--- config.mk ---
export PLATFORM = sky130hd
export DESIGN_NAME = ordered_list_engine_top
export DESIGN_NICKNAME = d
export VERILOG_FILES = /design/src/rtl/ole_pkg.sv /design/src/rtl/ordered_list_engine_top.sv
export SDC_FILE = /design/constraint.sdc
export NUM_CORES = 2
export LEC_CHECK = 0
export ABC_AREA = 1
export BUFFER_PORTS_ARGS = -buffer_cell sky130_fd_sc_hd__buf_2
export CAP_MARGIN = 5
export CORE_MARGIN = 2
export CORE_UTILIZATION = 35
export CTS_CLUSTER_SIZE = 40
export DETAILED_ROUTE_END_ITERATION = 8
export HOLD_SLACK_MARGIN = 0.02
export MAX_ROUTING_LAYER = met4
export PLACE_DENSITY = 0.59
export SYNTH_ARGS = -nofsm -noshare
export SYNTH_HDL_FRONTEND = slang
export SYNTH_SLANG_ARGS = --single-unit
--- constraint.sdc ---
create_clock -name clk -period 15.26 [get_ports clk]
set_clock_uncertainty 0.2 [all_clocks]
set_input_delay 4.578 -clock clk [delete_from_list [all_inputs] [get_ports clk]]
set_output_delay 4.578 -clock clk [all_outputs]
set_load 0.1 [all_outputs]
--- src/rtl/ole_pkg.sv ---
// Shared types and constants for the ordered list engine.
`default_nettype none
package ole_pkg;
  localparam int CAPACITY = 64;
  localparam int IDX_W = $clog2(CAPACITY);
  localparam int CNT_W = $clog2(CAPACITY + 1);

  typedef enum logic [3:0] {
    OP_INS_FRONT  = 4'd0,
    OP_INS_BACK   = 4'd1,
    OP_INS_BEFORE = 4'd2,
    OP_INS_AFTER  = 4'd3,
    OP_DEL_FRONT  = 4'd4,
    OP_DEL_BACK   = 4'd5,
    OP_DEL_BEFORE = 4'd6,
    OP_DEL_AFTER  = 4'd7,
    OP_DEL_MATCH  = 4'd8,
    OP_CLEAR      = 4'd9,
    OP_SORT       = 4'd10,
    OP_READ       = 4'd11
  } op_t;

  typedef enum logic [2:0] {
    ST_OK       = 3'd0,
    ST_EMPTY    = 3'd1,
    ST_NOT_FOUND = 3'd2,
    ST_NO_NEIGH = 3'd3,
    ST_FULL     = 3'd4
  } status_t;
endpackage
`default_nettype wire

--- src/rtl/ordered_list_engine_top.sv ---
// Top level of the ordered list engine: list storage and its sequencer.
//
// The block holds an ordered list of up to CAPACITY signed 32-bit words in a
// simple dual-port memory. A request on the in_ channel carries an operation,
// a value to insert and a key to search for. Every request answers with one
// result on the out_ channel, except a read out of a non-empty list, which
// gives one result per element, the final one marked by out_last.
//
// All work is done by one sequencer: a key search reads one entry at a time
// (S_SRCH_RD, then S_SRCH_CHK), a gap is opened or closed by moving one entry
// at a time (read, then write), and the sort compares one pair of entries at
// a time in S_SORT_RA, S_SORT_RB and S_SORT_CMP, with S_SORT_SWB added when
// the pair is swapped. A read out reads each element (S_RD_RD) and then
// presents it (S_RD_OUT).
// in_ready is high only while the sequencer is idle; one request is in
// flight at a time.
//
// Results sit in an output register; while the receiver stalls, the sequencer
// simply waits with the result held. Reset clears the element count, so the
// list starts empty; the memory contents are not cleared and need not be.
`default_nettype none
module ordered_list_engine_top
  import ole_pkg::*;
(
  input  wire logic               clk,
  input  wire logic               rst_n,
  input  wire logic               in_valid,
  output logic                    in_ready,
  input  wire logic [3:0]         in_operation,
  input  wire logic signed [31:0] in_new_value,
  input  wire logic signed [31:0] in_match_key,
  output logic                    out_valid,
  input  wire logic               out_ready,
  output logic [2:0]              out_status,
  output logic signed [31:0]      out_element,
  output logic [5:0]              out_position,
  output logic [6:0]              out_length,
  output logic                    out_last
);

  typedef enum logic [3:0] {
    S_IDLE, S_SRCH_RD, S_SRCH_CHK, S_OPEN_RD, S_OPEN_WR, S_CLOSE_RD,
    S_CLOSE_WR, S_SORT_RA, S_SORT_RB, S_SORT_CMP, S_SORT_SWB, S_RD_RD,
    S_RD_OUT, S_RESULT
  } state_t;

  logic [31:0]      mem [CAPACITY];
  logic [31:0]      rdata_r;
  logic [IDX_W-1:0] raddr;
  logic             mem_we;
  logic [IDX_W-1:0] waddr;
  logic [31:0]      wdata;

  state_t           state_r;
  logic [3:0]       op_r;
  logic [31:0]      val_r, key_r, a_r;
  logic [CNT_W-1:0] cnt_r;
  logic [CNT_W-1:0] i_r, j_r;
  logic [2:0]       st_r;

  always_ff @(posedge clk) begin
    if (mem_we) mem[waddr] <= wdata;
    rdata_r <= mem[raddr];
  end

  // Signed compare of the outer element against the inner element.
  logic a_gt_b;
  assign a_gt_b = $signed(a_r) > $signed(rdata_r);

  always_comb begin
    raddr  = i_r[IDX_W-1:0];
    mem_we = 1'b0;
    waddr  = i_r[IDX_W-1:0];
    wdata  = rdata_r;
    unique case (state_r)
      S_SORT_RB: raddr = j_r[IDX_W-1:0];
      S_OPEN_RD: raddr = IDX_W'(i_r - 1'b1);
      S_CLOSE_RD: raddr = IDX_W'(i_r + 1'b1);
      S_OPEN_WR, S_CLOSE_WR: mem_we = 1'b1;
      S_SORT_CMP: begin
        mem_we = a_gt_b;
        wdata  = rdata_r;
      end
      S_SORT_SWB: begin
        mem_we = 1'b1;
        waddr  = j_r[IDX_W-1:0];
        wdata  = a_r;
      end
      default: ;
    endcase
    // Opening the last gap position writes the new value itself.
    if (state_r == S_OPEN_RD && i_r == j_r) begin
      mem_we = 1'b1;
      wdata  = val_r;
    end
  end

  assign in_ready = (state_r == S_IDLE);

  always_ff @(posedge clk) begin
    if (!rst_n) begin
      state_r   <= S_IDLE;
      cnt_r     <= '0;
      out_valid <= 1'b0;
    end else begin
      priority case (state_r)
        S_IDLE: if (in_valid) begin
          op_r  <= in_operation;
          val_r <= in_new_value;
          key_r <= in_match_key;
          i_r   <= '0;
          st_r  <= ST_OK;
          state_r <= S_RESULT;
          priority if (in_operation == OP_INS_FRONT ||
                       in_operation == OP_INS_BACK ||
                       in_operation == OP_INS_BEFORE ||
                       in_operation == OP_INS_AFTER) begin
            if (cnt_r >= CNT_W'(CAPACITY)) st_r <= ST_FULL;
            else if (in_operation == OP_INS_FRONT) begin
              i_r <= cnt_r; j_r <= '0; state_r <= S_OPEN_RD;
            end else if (in_operation == OP_INS_BACK) begin
              i_r <= cnt_r; j_r <= cnt_r; state_r <= S_OPEN_RD;
            end else if (cnt_r == '0) st_r <= ST_EMPTY;
            else state_r <= S_SRCH_RD;
          end else if (in_operation > OP_READ) begin
            st_r <= ST_OK;
          end else if (cnt_r == '0) begin
            st_r <= ST_EMPTY;
          end else if (in_operation == OP_DEL_FRONT) begin
            i_r <= '0; state_r <= S_CLOSE_RD;
          end else if (in_operation == OP_DEL_BACK) begin
            i_r <= CNT_W'(cnt_r - 1'b1); state_r <= S_CLOSE_RD;
          end else if (in_operation == OP_CLEAR) begin
            cnt_r <= '0;
          end else if (in_operation == OP_SORT) begin
            j_r <= CNT_W'(1); state_r <= S_SORT_RA;
          end else if (in_operation == OP_READ) begin
            state_r <= S_RD_RD;
          end else begin
            state_r <= S_SRCH_RD;
          end
        end
        S_SRCH_RD: state_r <= S_SRCH_CHK;
        S_SRCH_CHK: begin
          if (rdata_r == key_r) begin
            unique case (op_r)
              OP_INS_BEFORE: begin j_r <= i_r; i_r <= cnt_r; state_r <= S_OPEN_RD; end
              OP_INS_AFTER: begin
                j_r <= CNT_W'(i_r + 1'b1); i_r <= cnt_r; state_r <= S_OPEN_RD;
              end
              OP_DEL_BEFORE: begin
                if (i_r == '0) begin st_r <= ST_NO_NEIGH; state_r <= S_RESULT; end
                else begin i_r <= CNT_W'(i_r - 1'b1); state_r <= S_CLOSE_RD; end
              end
              OP_DEL_AFTER: begin
                if (CNT_W'(i_r + 1'b1) >= cnt_r) begin
                  st_r <= ST_NO_NEIGH; state_r <= S_RESULT;
                end else begin i_r <= CNT_W'(i_r + 1'b1); state_r <= S_CLOSE_RD; end
              end
              default: state_r <= S_CLOSE_RD;
            endcase
          end else if (CNT_W'(i_r + 1'b1) >= cnt_r) begin
            st_r <= ST_NOT_FOUND; state_r <= S_RESULT;
          end else begin
            i_r <= CNT_W'(i_r + 1'b1); state_r <= S_SRCH_RD;
          end
        end
        // Walk from the end down to the gap, moving each entry up by one.
        S_OPEN_RD: begin
          if (i_r == j_r) begin
            cnt_r <= CNT_W'(cnt_r + 1'b1); state_r <= S_RESULT;
          end else state_r <= S_OPEN_WR;
        end
        S_OPEN_WR: begin i_r <= CNT_W'(i_r - 1'b1); state_r <= S_OPEN_RD; end
        S_CLOSE_RD: begin
          if (CNT_W'(i_r + 1'b1) >= cnt_r) begin
            cnt_r <= CNT_W'(cnt_r - 1'b1); state_r <= S_RESULT;
          end else state_r <= S_CLOSE_WR;
        end
        S_CLOSE_WR: begin i_r <= CNT_W'(i_r + 1'b1); state_r <= S_CLOSE_RD; end
        S_SORT_RA: begin
          if (CNT_W'(i_r + 1'b1) >= cnt_r) state_r <= S_RESULT;
          else if (j_r >= cnt_r) begin
            i_r <= CNT_W'(i_r + 1'b1); j_r <= CNT_W'(i_r + 2'd2);
          end else state_r <= S_SORT_RB;
        end
        S_SORT_RB: begin a_r <= rdata_r; state_r <= S_SORT_CMP; end
        S_SORT_CMP: state_r <= a_gt_b ? S_SORT_SWB : S_SORT_RA;
        S_SORT_SWB: begin j_r <= CNT_W'(j_r + 1'b1); state_r <= S_SORT_RA; end
        S_RD_RD: state_r <= S_RD_OUT;
        S_RD_OUT: begin
          if (!out_valid || out_ready) begin
            out_valid    <= 1'b1;
            out_status   <= ST_OK;
            out_element  <= rdata_r;
            out_position <= 6'(i_r);
            out_length   <= 7'(cnt_r);
            out_last     <= (CNT_W'(i_r + 1'b1) == cnt_r);
            if (CNT_W'(i_r + 1'b1) == cnt_r) state_r <= S_IDLE;
            else begin i_r <= CNT_W'(i_r + 1'b1); state_r <= S_RD_RD; end
          end
        end
        S_RESULT: begin
          if (!out_valid || out_ready) begin
            out_valid    <= 1'b1;
            out_status   <= st_r;
            out_element  <= '0;
            out_position <= '0;
            out_length   <= 7'(cnt_r);
            out_last     <= 1'b1;
            state_r      <= S_IDLE;
          end
        end
        default: state_r <= S_IDLE;
      endcase
      // A pair in order needs no swap, so the inner index moves on at once.
      if (state_r == S_SORT_CMP && !a_gt_b) j_r <= CNT_W'(j_r + 1'b1);
      if (out_valid && out_ready &&
          !((state_r == S_RESULT) || (state_r == S_RD_OUT))) out_valid <= 1'b0;
    end
  end

endmodule
`default_nettype wire

### Word level (Yosys, flattened, before mapping)

Memories as Yosys holds them, arrays and structs flattened. A register that Yosys moved wholly into a read port is not among the register bits.
Index checks and enable logic that the tools add are counted.

| storage, ports and cells | value |
|---|---|
| bits in registers | 178 |
| bits in writable memories | 2048 |
| bits of input ports | 72 |
| output and inout port bits | 51 |
| logic and storage cells | 230 |
| memories kept | 1 |

Memory list:

| memory | words | width | read ports | clocked after memory_dff | write ports | line | source |
|---|---|---|---|---|---|---|---|
| mem | 64 | 32 | 1 | 1 | 1 | ordered_list_engine_top.sv:47 | `logic [31:0] mem [CAPACITY];` |

| cells by class | value |
|---|---|
| add/sub/neg operators | 6 |
| $lt $le $gt $ge | 5 |
| equality and inequality tests | 62 |
| mux-type cells | 105 |
| bitwise gates (word level) | 1 |
| reductions and logical operators | 35 |

Operators with widths:

| kind | count |
|---|---|
| two-way mux 7 bit | 40 |
| two-way mux 32 bit | 4 |
| two-way mux 4 bit | 25 |
| one-hot mux 32 bit (2 select lines) | 1 |
| one-hot mux 4 bit (14 select lines) | 1 |
| one-hot mux 7 bit (3 select lines) | 2 |
| one-hot mux 7 bit (6 select lines) | 1 |
| == test 4 bit, second input constant | 9 |
| == test 32 bit | 1 |
| == test 4 x 3 -> 1 bit, second input constant | 8 |
| > comparator 32 bit | 1 |
| one-hot mux 7 bit (4 select lines) | 1 |
| two-way mux 3 bit | 9 |
| == test 4 x 2 -> 1 bit, second input constant | 6 |
| != test 2 bit, second input constant | 12 |
| != test 4 x 3 -> 1 bit, second input constant | 6 |
| adder 7 x 1 -> 7 bit, second input constant | 3 |
| two-way mux 6 bit | 3 |
| != test 3 bit, second input constant | 6 |
| one-hot mux 3 bit (2 select lines) | 3 |
| one-hot mux 6 bit (3 select lines) | 1 |
| AND reduction 15 bit | 1 |
| == test 7 bit | 2 |
| greater-or-equal comparator 7 bit | 2 |
| other kinds (35) | 66 |

### Logic depth before layout (Yosys ltp)

| depth | value |
|---|---|
| depth in word-level cells | 11 |
| depth in mapped cells | 19 |
| gate-level depth less buffers | 19 |

### Worst setup path before layout

Ideal clock, no wire load.

| timing path | value |
|---|---|
| kind | input to register |
| start | input port rst_n |
| end | register out_element[0] (enable) |
| library setup time | 0.546 ns |
| arrival time | 8.727 ns |
| data required time | 14.514 ns |
| path slack | 5.787 ns |
| cell stages on the path | 2 |
| path buffers | 0 |
| cell sequence | inv_1 nor4_1 |

| on the way | value |
|---|---|
| word-level cells in the longest chain between the ends | 1 |

Ends and longest elaborated chain:

| what | line | source |
|---|---|---|
| from (decl) | ordered_list_engine_top.sv:26 | `input wire logic rst_n,` |
| AND reduction 4 bit (no line) | -- |  |
| to (signal assigned) | ordered_list_engine_top.sv:195 | `out_element <= rdata_r;` |
| to (decl) | ordered_list_engine_top.sv:35 | `output logic signed [31:0] out_element,` |

Every way passes these cells.
A chain may end at the register's enable or synchronous reset.

### Final worst setup path

| timing path | value |
|---|---|
| start | register state_r[1] |
| end | output port in_ready |

| on the way | value |
|---|---|
| word-level cells in the longest chain between the ends | 1 |

Ends and longest elaborated chain:

| what | line | source |
|---|---|---|
| from (decl) | ordered_list_engine_top.sv:54 | `state_t state_r;` |
| from (signal assigned) | ordered_list_engine_top.sv:102 | `state_r <= S_IDLE;` |
| from (signal assigned) | ordered_list_engine_top.sv:113 | `state_r <= S_RESULT;` |
| from (signal assigned) | ordered_list_engine_top.sv:120 | `i_r <= cnt_r; j_r <= '0; state_r <= S_OPEN_RD;` |
| zero test 4 bit | ordered_list_engine_top.sv:98 | `assign in_ready = (state_r == S_IDLE);` |
| to (decl) | ordered_list_engine_top.sv:28 | `output logic in_ready,` |

Every way passes these cells.

==> metrics.txt <==
Worst-Skew Late Latency 0.88 ns; Crit path arrival time 2.70 ns; CTS H-tree lvls 4; synth top area cells edfxtp_1 69%, nand2_1 11%, nand3_1 6.9%; Worst Tran Pin Value 1.30 ns; Main synth FF type edfxtp_1; IO Count 123; Finished Core Util 39.7%; Post-synth EDFFs 2214; vias per cell 5.22; startpoint types register; drt first-iter violations 7460; Final ANT Viol Nets 0; P&R area growth vs syn 13.2%; CTS tree done; Synth top area share 68.7%; Synth area leader edfxtp_1; count leader, synth nand2_1; Worst Path Class, Setup reg -> out; syn nets 8835; reg-to-reg slack, setup 8.87 ns; Reg2Reg Launch Point state_r[1]; Clock Tree Buf Depth 3; Avg Cell Area, Syn 11.1 µm²; Post-CTS Setup Repair Bufs 0; clk slew on worst S/H paths 0.06 ns; CP Launch Point state_r[1]; Hold Path Class reg -> reg; FILL cells 26191; placed cell area 102000 µm²; Synth Register Bits 2258; pwr dens 220 nW/µm²; worst hold slack 0.276 ns; Worst setup EP type output pin; starting density of the core 35.1%; worst endpoint required time 10.48 ns; vias in the first global route 61454; Placed Instances 12190; final setup fails 0; gp weighted congestion 0.884; hpwl dp 154000 µm; VDD IR max 254 µV; Finished Layout Cells 12625; die area 281000 µm²; clock sink count 2258; Syn Std Cell Area 96800 µm²; drt drc 0; Die Span Y 530 µm; slew margin rel. 12.1%; Yosys cell types 47; CTS root buffer clkbuf_16; CTS Buf Count 227; DR vias 65882; post-route setup TNS 0 ns; layout cells sized above 1 8.27%; register area share after synthesis 69.6%; Max FO, Critical Path 8; Avg WL per Cell 22.7 µm; Place WS 8.42 ns; status completed; Die Wd 530 µm; first-pass GRT wire length 420000 µm; CORE AREA 276000 µm²; Total Routing Usage GR 20.6%; Gate Count Post-Synth 8707; max cap viols 0; first-pass iteration count of the detailed router 7; cts hold-fix bufs 0; largest net degree at the start of global routing 188; Final period util 49.0%; hold wc startpoint rdata_r[5]; total wire length 287000 µm; Net count, final 8842; Static Leak 40.9 nW; Slew Limit Fails 0; IO buf count 122; Tot Pwr 24.1 mW; post-CTS resize count 0; total grt overflow 0; Max Clk Rate 134 MHz; cell row count 193; initial antenna violation count 8; most instantiated cells after synthesis 2860 x nand2_1, 2214 x edfxtp_1, 1329 x nand3_1, 647 x inv_1, 321 x nand3b_1; fin crit period 7.48 ns; post-route setup slack 7.78 ns; synth warn 0; post-route cell area 110000 µm²; RSZ-0062 raised after global routing false; Final Hold Fails 0; Async SR Flop Fraction 0%
-- worst paths after layout --
path / endpoint / cells past startpoint
setup / recovery: in_ready / 4
hold / removal: a_r[5] / 0
setup reg to reg: rdata_r[7] / 18
hold reg to reg: a_r[5] / 0
-- registers in the layout (all words and copies together), names as in the netlist --
name / count
a_r: 32
j_r: 7
state_r: 4
out_last: 1
out_status: 3
val_r: 32
op_r: 4
out_valid: 1
out_position: 6
rdata_r: 32
i_r: 7
cnt_r: 7
out_length: 7
key_r: 32
out_element: 32
mem: 2048
st_r: 3
-- placed cells by master, fill, tap and decap left out, types with 4 or more instances in the layout --
master | synthesis | routed
a21oi_1 | 55 | 53
a31oi_4 | 0 | 32
buf_12 | 0 | 11
buf_2 | 230 | 122
buf_4 | 5 | 153
bufinv_16 | 0 | 14
clkbuf_1 | 209 | 59
clkbuf_16 | 0 | 229
clkbuf_8 | 0 | 15
clkinv_1 | 1 | 49
clkinv_16 | 0 | 4
clkinv_2 | 0 | 44
dfxtp_1 | 44 | 44
diode_2 | 0 | 9
edfxtp_1 | 2214 | 2214
ha_1 | 56 | 56
inv_1 | 647 | 645
inv_2 | 9 | 8
inv_6 | 0 | 5
nand2_1 | 2860 | 2859
nand3_1 | 1329 | 1328
nand3b_1 | 321 | 321
nand4_1 | 18 | 18
nor2_1 | 234 | 166
nor2_4 | 2 | 68
nor3_1 | 9 | 9
nor4_1 | 5 | 4
o2111ai_1 | 10 | 10
o211ai_1 | 194 | 194
o21ai_0 | 58 | 58
o22ai_1 | 7 | 7
or2_2 | 4 | 4
xnor2_1 | 32 | 32
xor2_1 | 22 | 22
-- kinds of logic (layout without fill, tap and decap cells) --
logic type | count (synthesis) | in the layout | synth area share [%]
buffers and inverters | 1165 | 1369 | 4.87
DFF | 2258 | 2258 | 69.6
other | 0 | 9 | 0
AOI/OAI and AO/OA | 385 | 385 | 2.67
adders and majority gates | 56 | 56 | 0.724
xor gates and xnor gates | 54 | 54 | 0.489
and+or+nand+nor | 4789 | 4789 | 21.7
-- power breakdown --
group | switching (mW) | internal [mW]
sequential | 0.285 | 7.99
clock | 2.39 | 3.07
combinational | 7.81 | 2.52
total | 10.5 | 13.6
-- per-layer routing --
layer | share of wire, % | up-vias | GRT usage [%]
li1 | - | 29983 | -
met1 | 43 | 32595 | 28.5
met2 | 46 | 2899 | 31.9
met3 | 8.7 | 405 | 3.15
met4 | 2.2 | 0 | 5.10
met5 | 0 | - | -
-- worst max-delay path: stages (launching register included) --
cell and delay, ns:
dfxtp_1 0.40, nor2_1 0.28, inv_1 0.11, nor2_1 0.48, buf_2 0.58
-- final cells by class --
class,instances,area [µm²],share of cell area (%)
antenna,9,22.5,0.0206
clock buffer,303,6160,5.62
clock inverter,123,1100,1.00
inverter,657,2490,2.27
multi-input combinational,5284,25800,23.6
sequential,2258,67400,61.5
tap,3705,4640,4.23
timing repair buffer,286,1980,1.81
Power figures use the tool's default switching activity.
